[config.mk]
export PLATFORM = sky130hd
export DESIGN_NAME = worst_fit_partition_allocator
export DESIGN_NICKNAME = d
export VERILOG_FILES = /design/src/rtl/core/wfpa_pkg.sv /design/src/rtl/core/wfpa_ram.sv /design/src/rtl/core/wfpa_scan.sv /design/src/rtl/core/worst_fit_partition_allocator.sv
export SDC_FILE = /design/constraint.sdc
export NUM_CORES = 1
export LEC_CHECK = 0
export BUFFER_PORTS_ARGS = -buffer_cell sky130_fd_sc_hd__buf_2
export CAP_MARGIN = 20
export CORE_UTILIZATION = 50
export CTS_CLUSTER_SIZE = 40
export DETAILED_ROUTE_END_ITERATION = 12
export PLACE_DENSITY = 0.65
export SLEW_MARGIN = 5
export SYNTH_ARGS = -nofsm -noshare
export SYNTH_HDL_FRONTEND = slang
export SYNTH_SLANG_ARGS = --single-unit
[constraint.sdc]
create_clock -name clk -period 6.3 [get_ports clk]
set_clock_uncertainty 0.15 [all_clocks]
set_input_delay 0.63 -clock clk [delete_from_list [all_inputs] [get_ports clk]]
set_output_delay 0.63 -clock clk [all_outputs]
set_load 0.01 [all_outputs]
[src/rtl/core/wfpa_pkg.sv]
// shared widths, command codes and types for the worst-fit partition allocator
package wfpa_pkg;

	localparam int CFG_W     = 5;
	localparam int SLOT_W    = 4;
	localparam int AMOUNT_W  = 16;
	localparam int CHOSEN_W  = 4;
	localparam int WASTE_W   = 16;
	localparam int TOTAL_W   = 32;
	localparam int S_TDATA_W = 24;
	localparam int M_TDATA_W = 56;

	localparam logic [CFG_W-1:0] CFG_RESET = 5'd16;

	localparam logic CMD_LOAD  = 1'b0;
	localparam logic CMD_ALLOC = 1'b1;

	typedef enum logic [4:0] {
		ST_IDLE   = 5'b00001,
		ST_SCAN   = 5'b00010,
		ST_DRAIN  = 5'b00100,
		ST_DECIDE = 5'b01000,
		ST_RESULT = 5'b10000
	} state_t;

	typedef struct packed {
		logic clear;
		logic valid;
	} scan_ctl_t;

endpackage

[src/rtl/core/wfpa_ram.sv]
// partition size table: one write port, one read port with registered data
module wfpa_ram #(
	parameter int DEPTH  = 16,
	parameter int ADDR_W = 4,
	parameter int DATA_W = 16
) (
	input  logic              clk,
	input  logic              we,
	input  logic [ADDR_W-1:0] waddr,
	input  logic [DATA_W-1:0] wdata,
	input  logic [ADDR_W-1:0] raddr,
	output logic [DATA_W-1:0] rdata
);

	logic [DATA_W-1:0] mem [DEPTH];

	always_ff @(posedge clk) begin
		if (we) begin
			mem[waddr] <= wdata;
		end
	end

	always_ff @(posedge clk) begin
		rdata <= mem[raddr];
	end

endmodule

[src/rtl/core/wfpa_scan.sv]
// running worst-fit tracker: keeps the largest entry that still covers the request
module wfpa_scan #(
	parameter int IDX_W  = 4,
	parameter int SIZE_W = 16
) (
	input  logic                 clk,
	input  logic                 arst_n,
	input  wfpa_pkg::scan_ctl_t  ctl,
	input  logic [IDX_W-1:0]     idx,
	input  logic [SIZE_W-1:0]    rd_data,
	input  logic [SIZE_W-1:0]    amount,
	output logic                 found,
	output logic [IDX_W-1:0]     best_idx,
	output logic [SIZE_W-1:0]    best_val
);

	import wfpa_pkg::*;

	logic              found_q;
	logic [IDX_W-1:0]  best_idx_q;
	logic [SIZE_W-1:0] best_val_q;
	logic              hit;

	// strict compare keeps the lowest index on ties
	assign hit = ctl.valid && (amount <= rd_data) && (!found_q || (best_val_q < rd_data));

	always_ff @(posedge clk or negedge arst_n) begin
		if (!arst_n) begin
			found_q <= 1'b0;
		end else if (ctl.clear) begin
			found_q <= 1'b0;
		end else if (hit) begin
			found_q <= 1'b1;
		end
	end

	always_ff @(posedge clk) begin
		if (hit && !ctl.clear) begin
			best_idx_q <= idx;
			best_val_q <= rd_data;
		end
	end

	assign found    = found_q;
	assign best_idx = best_idx_q;
	assign best_val = best_val_q;

endmodule

[src/rtl/core/worst_fit_partition_allocator.sv]
// worst-fit partition allocator top: sequencer, waste total and output register
// load word: written to the table in the accept cycle; the acknowledgement then passes through the result state
// allocate word: accept, then N table reads in the scan state, N = min(partitions_in_use, MAX_PARTITIONS),
// then drain, decide and result (no scan or drain when N is 0); one table read per cycle, one word in flight
// a finished result waits in the output register while the next word is taken
// reset clears control, waste total and sets partitions_in_use to 16; table is not cleared
module worst_fit_partition_allocator #(
	parameter int MAX_PARTITIONS = 16,
	parameter int SIZE_BITS      = 16
) (
	input  logic                          clk,
	input  logic                          arst_n,
	input  logic                          cfg_valid,
	output logic                          cfg_ready,
	input  logic [wfpa_pkg::CFG_W-1:0]    cfg_data,     // partitions_in_use
	input  logic                          s_tvalid,
	output logic                          s_tready,
	input  logic [wfpa_pkg::S_TDATA_W-1:0] s_tdata,     // slot[3:0], amount[19:4]
	input  logic                          s_tuser,      // cmd
	output logic                          m_tvalid,
	input  logic                          m_tready,
	output logic [wfpa_pkg::M_TDATA_W-1:0] m_tdata,     // chosen_partition[3:0], waste[19:4],
	                                                    // total_waste[51:20]
	output logic                          m_tuser       // granted
);

	import wfpa_pkg::*;

	localparam int IDX_W = (MAX_PARTITIONS > 1) ? $clog2(MAX_PARTITIONS) : 1;

	state_t               state_q;
	logic [CFG_W-1:0]     cfg_q;
	logic [CFG_W-1:0]     n_q;
	logic [CFG_W-1:0]     cnt_q;
	logic [CFG_W-1:0]     scan_n;
	logic [SIZE_BITS-1:0] amount_q;
	logic [TOTAL_W-1:0]   waste_sum_q;

	logic                 rd_valid_s1;
	logic [IDX_W-1:0]     rd_idx_s1;

	logic                 res_granted_q;
	logic [CHOSEN_W-1:0]  res_idx_q;
	logic [WASTE_W-1:0]   res_waste_q;
	logic [TOTAL_W-1:0]   res_total_q;

	logic                 m_tvalid_q;
	logic [M_TDATA_W-1:0] m_tdata_q;
	logic                 m_tuser_q;

	logic [SLOT_W-1:0]    in_slot;
	logic [AMOUNT_W-1:0]  in_amount;
	logic                 in_accept;
	logic                 slot_ok;
	logic                 out_free;

	logic                 ram_we;
	logic [IDX_W-1:0]     ram_waddr;
	logic [SIZE_BITS-1:0] ram_wdata;
	logic [SIZE_BITS-1:0] ram_rdata;

	scan_ctl_t            scan_ctl;
	logic                 found;
	logic [IDX_W-1:0]     best_idx;
	logic [SIZE_BITS-1:0] best_val;
	logic [SIZE_BITS-1:0] left;
	logic [TOTAL_W:0]     sum_wide;
	logic [TOTAL_W-1:0]   sum_sat;

	assign in_slot   = s_tdata[SLOT_W-1:0];
	assign in_amount = s_tdata[SLOT_W+AMOUNT_W-1:SLOT_W];
	assign s_tready  = (state_q == ST_IDLE);
	assign in_accept = s_tvalid && s_tready;
	assign slot_ok   = ({{(32-SLOT_W){1'b0}}, in_slot} < 32'(MAX_PARTITIONS));
	assign out_free  = !m_tvalid_q || m_tready;
	assign cfg_ready = 1'b1;

	// scan count saturates at the table depth
	assign scan_n = ({{(32-CFG_W){1'b0}}, cfg_q} > 32'(MAX_PARTITIONS)) ?
		CFG_W'(MAX_PARTITIONS) : cfg_q;

	assign left     = best_val - amount_q;
	assign sum_wide = {1'b0, waste_sum_q} + (TOTAL_W+1)'(left);
	assign sum_sat  = sum_wide[TOTAL_W] ? {TOTAL_W{1'b1}} : sum_wide[TOTAL_W-1:0];

	// table writes: load in the accept cycle, or write-back of the chosen entry
	always_comb begin
		ram_we    = 1'b0;
		ram_waddr = IDX_W'(in_slot);
		ram_wdata = SIZE_BITS'(in_amount);
		if (in_accept && (s_tuser == CMD_LOAD) && slot_ok) begin
			ram_we = 1'b1;
		end else if ((state_q == ST_DECIDE) && found) begin
			ram_we    = 1'b1;
			ram_waddr = best_idx;
			ram_wdata = left;
		end
	end

	assign scan_ctl.clear = in_accept;
	assign scan_ctl.valid = rd_valid_s1;

	wfpa_ram #(
		.DEPTH  (MAX_PARTITIONS),
		.ADDR_W (IDX_W),
		.DATA_W (SIZE_BITS)
	) u_ram (
		.clk   (clk),
		.we    (ram_we),
		.waddr (ram_waddr),
		.wdata (ram_wdata),
		.raddr (IDX_W'(cnt_q)),
		.rdata (ram_rdata)
	);

	wfpa_scan #(
		.IDX_W  (IDX_W),
		.SIZE_W (SIZE_BITS)
	) u_scan (
		.clk      (clk),
		.arst_n   (arst_n),
		.ctl      (scan_ctl),
		.idx      (rd_idx_s1),
		.rd_data  (ram_rdata),
		.amount   (amount_q),
		.found    (found),
		.best_idx (best_idx),
		.best_val (best_val)
	);

	always_ff @(posedge clk or negedge arst_n) begin
		if (!arst_n) begin
			cfg_q <= CFG_RESET;
		end else if (cfg_valid && cfg_ready) begin
			cfg_q <= cfg_data;
		end
	end

	always_ff @(posedge clk or negedge arst_n) begin
		if (!arst_n) begin
			state_q     <= ST_IDLE;
			cnt_q       <= '0;
			n_q         <= '0;
			rd_valid_s1 <= 1'b0;
			waste_sum_q <= '0;
		end else begin
			rd_valid_s1 <= (state_q == ST_SCAN);
			case (state_q)
				ST_IDLE: begin
					if (in_accept) begin
						cnt_q <= '0;
						n_q   <= scan_n;
						if (s_tuser == CMD_LOAD) begin
							state_q <= ST_RESULT;
						end else if (scan_n == '0) begin
							state_q <= ST_DECIDE;
						end else begin
							state_q <= ST_SCAN;
						end
					end
				end
				ST_SCAN: begin
					cnt_q <= cnt_q + 1'b1;
					if (cnt_q == n_q - 1'b1) begin
						state_q <= ST_DRAIN;
					end
				end
				ST_DRAIN: begin
					state_q <= ST_DECIDE;
				end
				ST_DECIDE: begin
					if (found) begin
						waste_sum_q <= sum_sat;
					end
					state_q <= ST_RESULT;
				end
				ST_RESULT: begin
					if (out_free) begin
						state_q <= ST_IDLE;
					end
				end
				default: begin
					state_q <= ST_IDLE;
				end
			endcase
		end
	end

	// payload registers
	always_ff @(posedge clk) begin
		rd_idx_s1 <= IDX_W'(cnt_q);
		if (in_accept) begin
			amount_q      <= SIZE_BITS'(in_amount);
			res_granted_q <= 1'b0;
			res_idx_q     <= '0;
			res_waste_q   <= '0;
			res_total_q   <= '0;
		end else if (state_q == ST_DECIDE) begin
			res_granted_q <= found;
			res_idx_q     <= found ? CHOSEN_W'(best_idx) : '0;
			res_waste_q   <= found ? WASTE_W'(left) : '0;
			res_total_q   <= found ? sum_sat : waste_sum_q;
		end
	end

	always_ff @(posedge clk or negedge arst_n) begin
		if (!arst_n) begin
			m_tvalid_q <= 1'b0;
		end else if ((state_q == ST_RESULT) && out_free) begin
			m_tvalid_q <= 1'b1;
		end else if (m_tready) begin
			m_tvalid_q <= 1'b0;
		end
	end

	always_ff @(posedge clk) begin
		if ((state_q == ST_RESULT) && out_free) begin
			m_tdata_q <= M_TDATA_W'({res_total_q, res_waste_q, res_idx_q});
			m_tuser_q <= res_granted_q;
		end
	end

	assign m_tvalid = m_tvalid_q;
	assign m_tdata  = m_tdata_q;
	assign m_tuser  = m_tuser_q;

	// the read counter stays inside the scan window
	a_scan_bound: assert property (@(posedge clk) disable iff (!arst_n)
		(state_q == ST_SCAN) |-> (cnt_q < n_q))
		else $error("scan counter beyond window");

	// a chosen entry always covers the request
	a_fit: assert property (@(posedge clk) disable iff (!arst_n)
		((state_q == ST_DECIDE) && found) |-> (best_val >= amount_q))
		else $error("chosen entry smaller than request");

	// the waste total never decreases
	a_total_mono: assert property (@(posedge clk) disable iff (!arst_n)
		waste_sum_q >= $past(waste_sum_q))
		else $error("waste total decreased");

	// a result that is not granted carries no partition and no waste
	a_no_grant: assert property (@(posedge clk) disable iff (!arst_n)
		(m_tvalid && !m_tuser) |-> (m_tdata[CHOSEN_W+WASTE_W-1:0] == '0))
		else $error("waste reported without grant");

endmodule
== Yosys cells after proc, flatten, opt, wreduce, memory -nomap -nowiden ==
Memory sizes are Yosys's and may differ from the RTL's. A register that Yosys moved wholly into a read port is not among the register bits.
Index checks and enable logic that the tools add are counted.
Storage, ports and cells
  bits in registers: 201
  bits in writable memories: 256
  input bits: 35
  output and inout port bits: 60
  word-level logic and storage cells: 80
  memories kept: 1
Memories
  u_ram.mem: words 16, bits a word 16, read ports 1, clocked after Yosys merged registers in 1, wr ports 1, RTL line wfpa_ram.sv:15  | logic [DATA_W-1:0] mem [DEPTH];
Cells by class
  $add $sub $neg: 4
  order comparisons: 3
  equal/unequal tests: 9
  mux-type cells: 25
  bitwise logic cells: 1
  reduce and logical (&&, ||, !) cells: 19
Operator list (count)
  2-to-1 mux 32 bit: 2
  2-to-1 mux 16 bit: 3
  adder 32 x 16 -> 33 bit: 1
  2-to-1 mux 5 bit: 6
  case mux 5 bit (5 select lines): 1
  less-or-equal comparator 16 bit: 1
  < comparator 16 bit: 1
  2-to-1 mux 4 bit: 4
  subtractor 16 bit: 1
  case mux 5 bit (2 select lines): 1
  2-to-1 mux 1 bit: 8
  logical AND 1 bit: 7
  nonzero test 2 bit: 3
  adder 5 x 1 -> 5 bit (second input constant): 1
  == test 5 x 1 -> 1 bit (second input constant): 1
  == test 5 x 2 -> 1 bit (second input constant): 1
  == test 5 x 3 -> 1 bit (second input constant): 1
  == test 5 x 4 -> 1 bit (second input constant): 1
  == test 5 bit: 1
  == test 5 bit (second input constant): 1
  > comparator 5 bit (second input constant): 1
  logical NOT 5 bit: 1
  subtractor 5 x 1 -> 5 bit (second input constant): 1
  != test 2 x 1 -> 1 bit (second input constant): 2
  other kinds (6): 10

== Depth between registers and ports, before layout ==
Gate-level depths: netlist of the first run.
  word-level depth: 7
  depth in mapped cells: 22

== Hierarchy ==
From an unflattened synthesis of the first run, not the netlist that was laid out.
Unflattened totals
  cell total of the unflattened synthesis: 1425
  area, all modules: 20168.1 um^2
Modules (own cells, without submodules)
  wfpa_ram: times used 1, cells an instance 432, area each 10042.1 um^2
  worst_fit_partition_allocator: times used 1, cells an instance 873, area each 8758.4 um^2
  wfpa_scan: times used 1, cells an instance 120, area each 1367.6 um^2

== Worst setup path before layout of the first run ==
Ideal clock, no wire load.
  kind: register -> register
  start point: reg u_scan.best_val_q[0], in the netlist u_scan.best_val[0]
  end point: reg waste_sum_q[28]
  library setup time: 0.127 ns
  arrival time: 3.965 ns
  data required time: 6.023 ns
  path slack: 2.058 ns
  stages on the path, launching flop included: 20
  path buffers: 2
  period minus slack after synthesis: 4.242 ns
  cells stage by stage: edfxtp_1 inv_1 ha_1 inv_1 fa_1 a21o_1 a21oi_1 o21a_1 o21ai_0 a311oi_1 xnor2_1 ha_1 nand2_1 or3_1 o31a_1 buf_6 nor2b_2 buf_4 nand3_1 mux2_1
Between the ends
  longest elaborated chain between the ends: 4
RTL lines
  start, declared: RTL line wfpa_scan.sv:21  | logic [SIZE_W-1:0] best_val_q;
  start signal, assigned: RTL line wfpa_scan.sv:40  | best_val_q <= rd_data;
  subtractor 16 bit: RTL line worst_fit_partition_allocator.sv:82  | assign left = best_val - amount_q;
  adder 32 x 16 -> 33 bit: RTL line worst_fit_partition_allocator.sv:83  | assign sum_wide = {1'b0, waste_sum_q} + (TOTAL_W+1)'(left);
  2-to-1 mux 32 bit: RTL line worst_fit_partition_allocator.sv:84  | assign sum_sat = sum_wide[TOTAL_W] ? {TOTAL_W{1'b1}} : sum_wide[TOTAL_W-1:0];
  2-to-1 mux 32 bit: RTL line worst_fit_partition_allocator.sv:172  | if (found) begin
  end signal, assigned: RTL line worst_fit_partition_allocator.sv:173  | waste_sum_q <= sum_sat;
  end, declared: RTL line worst_fit_partition_allocator.sv:37  | logic [TOTAL_W-1:0] waste_sum_q;
No other way between the ends.
A chain may end at the register's enable or synchronous reset.

== Final worst setup path of the first run ==
  start point: reg u_scan.best_val_q[0], in the netlist u_scan.best_val[0]
  end point: reg res_total_q[18]
Between the ends
  longest elaborated chain between the ends: 4
RTL lines
  subtractor 16 bit: RTL line worst_fit_partition_allocator.sv:82
  adder 32 x 16 -> 33 bit: RTL line worst_fit_partition_allocator.sv:83
  2-to-1 mux 32 bit: RTL line worst_fit_partition_allocator.sv:84
  2-to-1 mux 32 bit
  end signal, assigned: RTL line worst_fit_partition_allocator.sv:202  | res_total_q <= found ? sum_sat : waste_sum_q;
  end, declared: RTL line worst_fit_partition_allocator.sv:45  | logic [TOTAL_W-1:0] res_total_q;
No other way between the ends.

==> reports/qor.yml, run 1 <==
die_h_um: 203
critPathMaxStageDelay_ns: 0.70
crit_family: "compound AO/OA/AOI/OAI gates"
setup_slack_ns: 1.17
cp_slowest_cell: "o21a_1"
worst-path-stages: 18
drt_iter0_markers: 708
cts_buffers: 49
drc: 0
synthMuxAreaShare_pct: 9.79
cp-startpoint: "u_scan.best_val[0]$_DFFE_PP_"
syn_area_um2: 20100
grt_pass1_vias: 11966
powerDensity_nw_per_um2: 387
cts_resized: 0
max_freq_mhz: 195
nets: 1580
gp_congestion: 0.898
io_buffers: 85
cts_root_buffer: "clkbuf_16"
drt_wl_total_um: 44000
drtAntennaViolNets: 0
regToRegSetupSlack_ns: 1.17
die_w_um: 203
dpl.hpwl_um: 28200
vias: 11734
fin_util_pct: 57.4
critPathCaptureType: "register"
yosys_warnings: 0
grt_use_total_pct: 22.1
synthArstFlopShare_pct: 11.6
worst_pin_slew_ns: 0.976
required_ns: 6.63
critical_path_peak_fanout: 20
cp.arrival_ns: 5.46
clk_pin_slew_ns: 0.06
drive_above_1_share_pct: 21.0
maxCapViolCount: 0
crit_chain: "inv_1 -> ha_1 -> inv_1 -> fa_1 -> a21o_1 -> a21oi_1 -> o21a_1 -> o21ai_0 -> a311oi_1 -> xnor2_1 -> ha_1 -> nand2_1 -> or3_1 -> a2bb2oi_1 -> o31a_1 -> o21a_1 -> nand4_1 -> o2111a_1"
synthAdderAreaFrac_pct: 4.24
ir_drop_mv: 0.234
tritoncts: "yes"
post_cts_buffers: 0
yosysSeqAreaShare_pct: 65.6
hold_viol_final: 0
pre_cts_slack_ns: 1.22
path_buf_inv: 2
synth_top_family_by_area: "multiplexers"
r2r-end: "res_total_q[18]$_SDFFE_PP0N_"
maxSlewHeadroom_pct: 34.7
finalCritPeriodShare_pct: 81.4
grt_pass1_wl_um: 68500
fin_setup_tns_ns: 0
r2r-start: "u_scan.best_val[0]$_DFFE_PP_"
syn_avg_cell_area_um2: 14.7
coreArea_um2: 39700
leakagePower_nw: 8.37
numClockSinks: 473
synth-edff-count: 345
stdcell_count: 2047
synth_top_area_cell: "edfxtp_1"
floorplan.initialDensity_pct: 50.6
synth-seq-cells: 473
ys.flop_type: "edfxtp_1"
synth_xor_area_share_pct: 1.87
syn_inst: 1365
dr.pass1.iters: 5
grt-ovfl-total: 0
drv_slew: 0
antenna_found_initial: 3
grt_max_degree: 56
die-area_um2: 41000
worstSetupPathType: "register to register"
hold_class: "input port to asynchronous set/reset pin"
post_drt_wl_per_cell_um: 21.5
htreeDepth: 2
r2r_cells: 18
post-route-min-period_ns: 5.13
io_pins: 95
rsz0062_at_grt: "false"
cts_buffer_depth: 3
synthTopCellsByArea: "edfxtp_1 51%, mux4_2 9.0%, dfxtp_1 7.3%"
startpoint_type: "register"
areaGrowthSynthToFinish_pct: 13.4
synth_top_cell_area_share_pct: 51.5
final-setup-viol-count: 0
rows: 73
holdBufCountCts: 0
synth_simple_gate_area_share_pct: 7.64
status: "finished, final reports clean"
dp_cells: 1950
synth_compound_area_share_pct: 8.36
viasPerCell: 5.73
p_total_mw: 8.82
worst_skew_pair.late_latency_ns: 0.59
synth_cell_types: 79
==> report_power, final <==
group / internal (mW) / total [mW] / switching [mW]
sequential: 3.63 / 3.88 / 0.241
clock: 1.64 / 2.85 / 1.21
combinational: 0.906 / 2.09 / 1.19
total: 6.18 / 8.82 / 2.64
==> cell type report <==
cell class	count	area, µm²
Fill cell	3162	16900
Sequential cell	473	13200
Multi-Input combinational cell	788	6460
Clock buffer	66	1350
Timing Repair Buffer	119	701
Tap cell	525	657
Clock inverter	26	262
Inverter	47	176
Antenna cell	3	7.51
==> cell usage in the layout (no fill, tap or decap), drive strengths merged, types with 17 or more instances in the layout <==
cell      n
a21oi    63
buf     119
clkbuf   66
clkinv   19
dfrtp    53
dfxtp    73
edfxtp  345
ha       65
inv      47
mux4     80
nand2   130
nand3    34
nand4    17
nor2     62
nor3     19
o21ai    77
xor2     28
==> cell usage after synthesis, types with 7 or more instances <==
library cell	count
edfxtp_1	345
dfrtp_1	53
nor2_1	60
buf_2	11
dfxtp_1	73
xor2_1	28
a21oi_1	63
nand3_1	33
o221ai_1	7
xnor2_1	15
and3_1	7
mux2_2	13
nor2b_1	11
o22a_1	9
a31oi_1	10
inv_1	47
and2_1	8
a21o_1	13
o21ai_0	71
nand3b_1	7
buf_4	10
ha_1	65
nand2_1	129
mux4_2	80
o21a_1	12
nand4_1	15
nor3_1	18
clkbuf_1	31
==> worst reg2reg max path, delay by kind of cell (launching register included) <==
kind	cells	cell delay (ns)
buf+inv	2	0.13
compound gates	9	2.71
xor+xnor	1	0.23
fa+ha+maj	3	0.93
simple gates	3	0.54
flops	1	0.36
==> kinds of logic (layout without fill, tap and decap cells) <==
kind of cell               after synthesis  count (layout)
AOI/OAI and AO/OA                      260             260
xor gates and xnor gates                43              43
adders and majority gates               67              67
buffers and inverters                  107             258
DFF                                    473             473
muxes                                   95              95
other                                    2               8
and+or+nand+nor                        318             318
==> registers in the layout, summed over array words and instances, names as in the netlist, 4 cells and up <==
name             flops
rd_idx_s1            4
u_ram.rdata         16
m_tdata             52
u_ram.mem          256
cfg_q                5
res_idx_q            4
n_q                  5
amount_q            16
u_scan.best_idx      4
res_waste_q         16
state_q              5
res_total_q         32
cnt_q                5
waste_sum_q         32
u_scan.best_val     16
==> metal layers <==
metal  vias to the layer above  GRT usage [%]  wire length [µm]
li1                       5468              -                 -
met1                      5827           28.8             18300
met2                       348           37.2             22000
met3                        91           4.22              2430
met4                         0           7.87              1400
met5                         -              0                 0
==> how the worst max path moves through the flow <==
stage | end | slack [ns]
after floorplan | waste_sum_q[28]$_DFFE_PN0N_ | 2.06
final | res_total_q[18]$_SDFFE_PP0N_ | 1.17
after global routing | res_total_q[18]$_SDFFE_PP0N_ | 0.77
after detailed placement | res_total_q[18]$_SDFFE_PP0N_ | 1.22
after global placement | res_total_q[18]$_SDFFE_PP0N_ | 1.29
after CTS | res_total_q[18]$_SDFFE_PP0N_ | 1.20
==> per-stage QoR <==
step	cell area [µm²]	hold WS, ns
2_1_floorplan	20100	0.184
3_3_place_gp	21200	0.237
3_5_place_dp	21200	0.239
4_1_cts	22800	0.0528
5_1_grt	22800	0.0639
6_report	22800	0.0367
(Power assumes the default switching activity.)
==> inputs of run 2 (changes only) <==
--- a/config.mk
+++ b/config.mk
@@ -10,7 +10,7 @@
 export CORE_UTILIZATION = 50
 export CTS_CLUSTER_SIZE = 40
 export DETAILED_ROUTE_END_ITERATION = 12
-export PLACE_DENSITY = 0.65
+export PLACE_DENSITY = 0.68
 export SLEW_MARGIN = 5
 export SYNTH_ARGS = -nofsm -noshare
 export SYNTH_HDL_FRONTEND = slang
==> constraint.sdc (replaced) <==
create_clock -name clk -period 4.4 [get_ports clk]
set_clock_uncertainty 0.15 [all_clocks]
set_input_delay 0.44 -clock clk [delete_from_list [all_inputs] [get_ports clk]]
set_output_delay 0.44 -clock clk [all_outputs]
set_load 0.01 [all_outputs]
==> run 2 against run 1 <==
Net effect:
- first-iteration DRC count is 8.5% higher
- largest power group unchanged
- worst setup slack worse by 1.0 ns
- maximum frequency is 21% higher
- utilization is 1.5 points higher
- worst hold slack worse by 0.010 ns
- global-route usage is 0.21 points lower
- final cell count is 2.8% higher
- flip-flop and latch count stayed put
- sequential share of layout area is 1.4 points lower
- combinational power is 56% higher
==> reports/qor.yml, run 2 (synthesis results as in run 1) <==
status: "finished, final reports clean"
clk_pin_slew_ns: 0.06  # about the same
crit_top_cell: "inv_1"
critical_path_peak_fanout: 4  # -80%
path_buf_inv: 4  # +2
ir_drop_mv: 0.346  # +48%
io_pins: 95  # unchanged
worstSetupPathType: "register to register"
top_register: "u_ram.mem"
drtAntennaViolNets: 0  # unchanged
finalCritPeriodShare_pct: 96.0  # +15 points
drt_wl_total_um: 44200  # +0.28%
drt_iter0_markers: 768  # +8.5%
startpoint_type: "register"
grt_pass1_wl_um: 69000  # +0.74%
grt_max_degree: 54  # -3.6%
vias: 12006  # +2.3%
areaGrowthSynthToFinish_pct: 16.3
max_freq_mhz: 237  # +21%
drv_slew: 0  # unchanged
post_drt_wl_per_cell_um: 21.0  # -2.4%
io_buffers: 85  # unchanged
largest_reg_flops: 256  # unchanged
rows: 73  # unchanged
viasPerCell: 5.71  # -0.45%
grt_use_total_pct: 21.9  # -0.21 points
regToRegSetupSlack_ns: 0.18  # -1.00 ns
cts_root_buffer: "clkbuf_16"
critPathCaptureType: "register"
drive_above_1_share_pct: 23.3  # +2.3 points
cts_buffer_depth: 3  # unchanged
crit_chain: "inv_2 -> ha_2 -> inv_1 -> fa_2 -> a21o_1 -> a21oi_2 -> o21a_1 -> nor2_1 -> o221ai_1 -> xor2_1 -> inv_1 -> ha_1 -> nand2_1 -> or3_4 -> o31a_1 -> buf_4 -> nor2b_2 -> nand3_1 -> mux2_4"
worst_pin_slew_ns: 1.04  # +0.0625 ns
floorplan.initialDensity_pct: 50.6  # unchanged
worst_skew_pair.late_latency_ns: 0.60  # about the same
final-setup-viol-count: 0  # unchanged
fillers: 3046  # -3.7%
critPathMaxStageDelay_ns: 0.38  # -0.32 ns
cts_buffers: 47  # -4.1%
dp_cells: 1984  # +1.7%
crit_family: "compound AO/OA/AOI/OAI gates"
stdcell_count: 2104  # +2.8%
leakagePower_nw: 8.67  # +3.5%
cp_slowest_cell: "edfxtp_1"
die_w_um: 203  # unchanged
cp.arrival_ns: 4.55  # -0.91 ns
numClockSinks: 473  # unchanged
pre_cts_slack_ns: 0.0133  # -1.20 ns
nets: 1641  # +3.9%
tritoncts: "yes"
setup_slack_ns: 0.175  # -0.998 ns
hold_viol_final: 0  # unchanged
die-area_um2: 41000  # unchanged
maxCapViolCount: 0  # unchanged
drc: 0  # unchanged
hold_class: "input port to register"
gp_congestion: 0.945  # +5.3%
die_h_um: 203  # unchanged
dr.pass1.iters: 5  # unchanged
final_common_cell: "edfxtp_1"
layout_common_cells: "345 x edfxtp_1, 128 x nand2_1, 85 x buf_2"
antenna_found_initial: 1  # -2
dpl.hpwl_um: 30300  # +7.3%
rsz0062_at_grt: "true"
grt-ovfl-total: 0  # unchanged
htreeDepth: 2  # unchanged
grt_pass1_vias: 12308  # +2.9%
coreArea_um2: 39700  # unchanged
maxSlewHeadroom_pct: 30.8  # -3.9 points
powerDensity_nw_per_um2: 551  # +43%
required_ns: 4.72  # -1.91 ns
post-route-min-period_ns: 4.22  # -0.902 ns
hold_slack_ns: 0.0264  # -0.0104 ns
run 2: cell count changes in the layout (fill, tap and decap cells not counted), moves of 2 or more:
cell           previous run  this run
clkinv_1                  5         7
a21oi_1                  62        60
o21ai_1                   6        10
clkbuf_1                 11         9
dlygate4sd3_1             0        25
buf_4                    33        72
o21ai_0                  71        66
diode_2                   3         1
a21oi_2                   0         2
clkinv_2                 12         8
run 2: cell type report:
cell class | instances | area [µm²] | share of cell area [%]
Sequential cell | 473 | 13200 | 56.4
Clock buffer | 64 | 1340 | 5.74
Tap cell | 525 | 657 | 2.81
Inverter | 47 | 176 | 0.754
Timing Repair Buffer | 182 | 1220 | 5.20
Multi-Input combinational cell | 788 | 6540 | 27.9
Antenna cell | 1 | 2.50 | 0.0107
Clock inverter | 24 | 264 | 1.13
run 2: timing repair:
item                                   in CTS  in global routing
setup buffers                               1                  4
resized for setup                           2                 20
setup endpoints to repair                   3                 64
hold buffers                               25                  0
endpoints found under the hold margin      46                  0
pin swaps                                   2                 10
run 2: path summary, 6_finish.rpt:
kind	from	to	cells after the start
max	u_scan.best_val[0]$_DFFE_PP_	waste_sum_q[28]$_DFFE_PN0N_	19
min	cfg_valid	cfg_q[3]$_DFFE_PN0P_	2
max reg2reg	u_scan.best_val[0]$_DFFE_PP_	waste_sum_q[28]$_DFFE_PN0N_	19
min reg2reg	rd_idx_s1[1]$_DFF_P_	u_scan.best_idx[1]$_DFFE_PP_	0
max in group asynchronous	arst_n	cnt_q[0]$_DFFE_PN0P_	3
min in group asynchronous	arst_n	waste_sum_q[6]$_DFFE_PN0N_	2
run 2: where the power goes:
part	switching, mW	total (mW)	internal, mW
Combinational	1.82	3.27	1.45
Clock	1.74	4.09	2.34
Sequential	0.341	5.54	5.20
Total	3.91	12.9	9.00
run 2: metrics by stage:
step                cell area (µm²)  util (%)  total power, mW  setup TNS, ns
floorplan                     20100         -             7.80              0
global placement              21400      53.9             8.71              0
detailed placement            21400      53.9             8.78              0
CTS                           23300      58.6             12.9              0
global route                  23400      58.9             13.5        -0.0503
finish                        23400      58.9             12.9              0
run 2: routing by layer:
| metal | vias up | global-route usage [%] | share of wire, % |
|---|---|---|---|
| met4 | 0 | 7.92 | 2.8 |
| met2 | 323 | 38.1 | 51 |
| met3 | 70 | 3.10 | 4.6 |
| li1 | 5570 | - | - |
| met5 | - | 0 | 0 |
| met1 | 6043 | 28.1 | 42 |
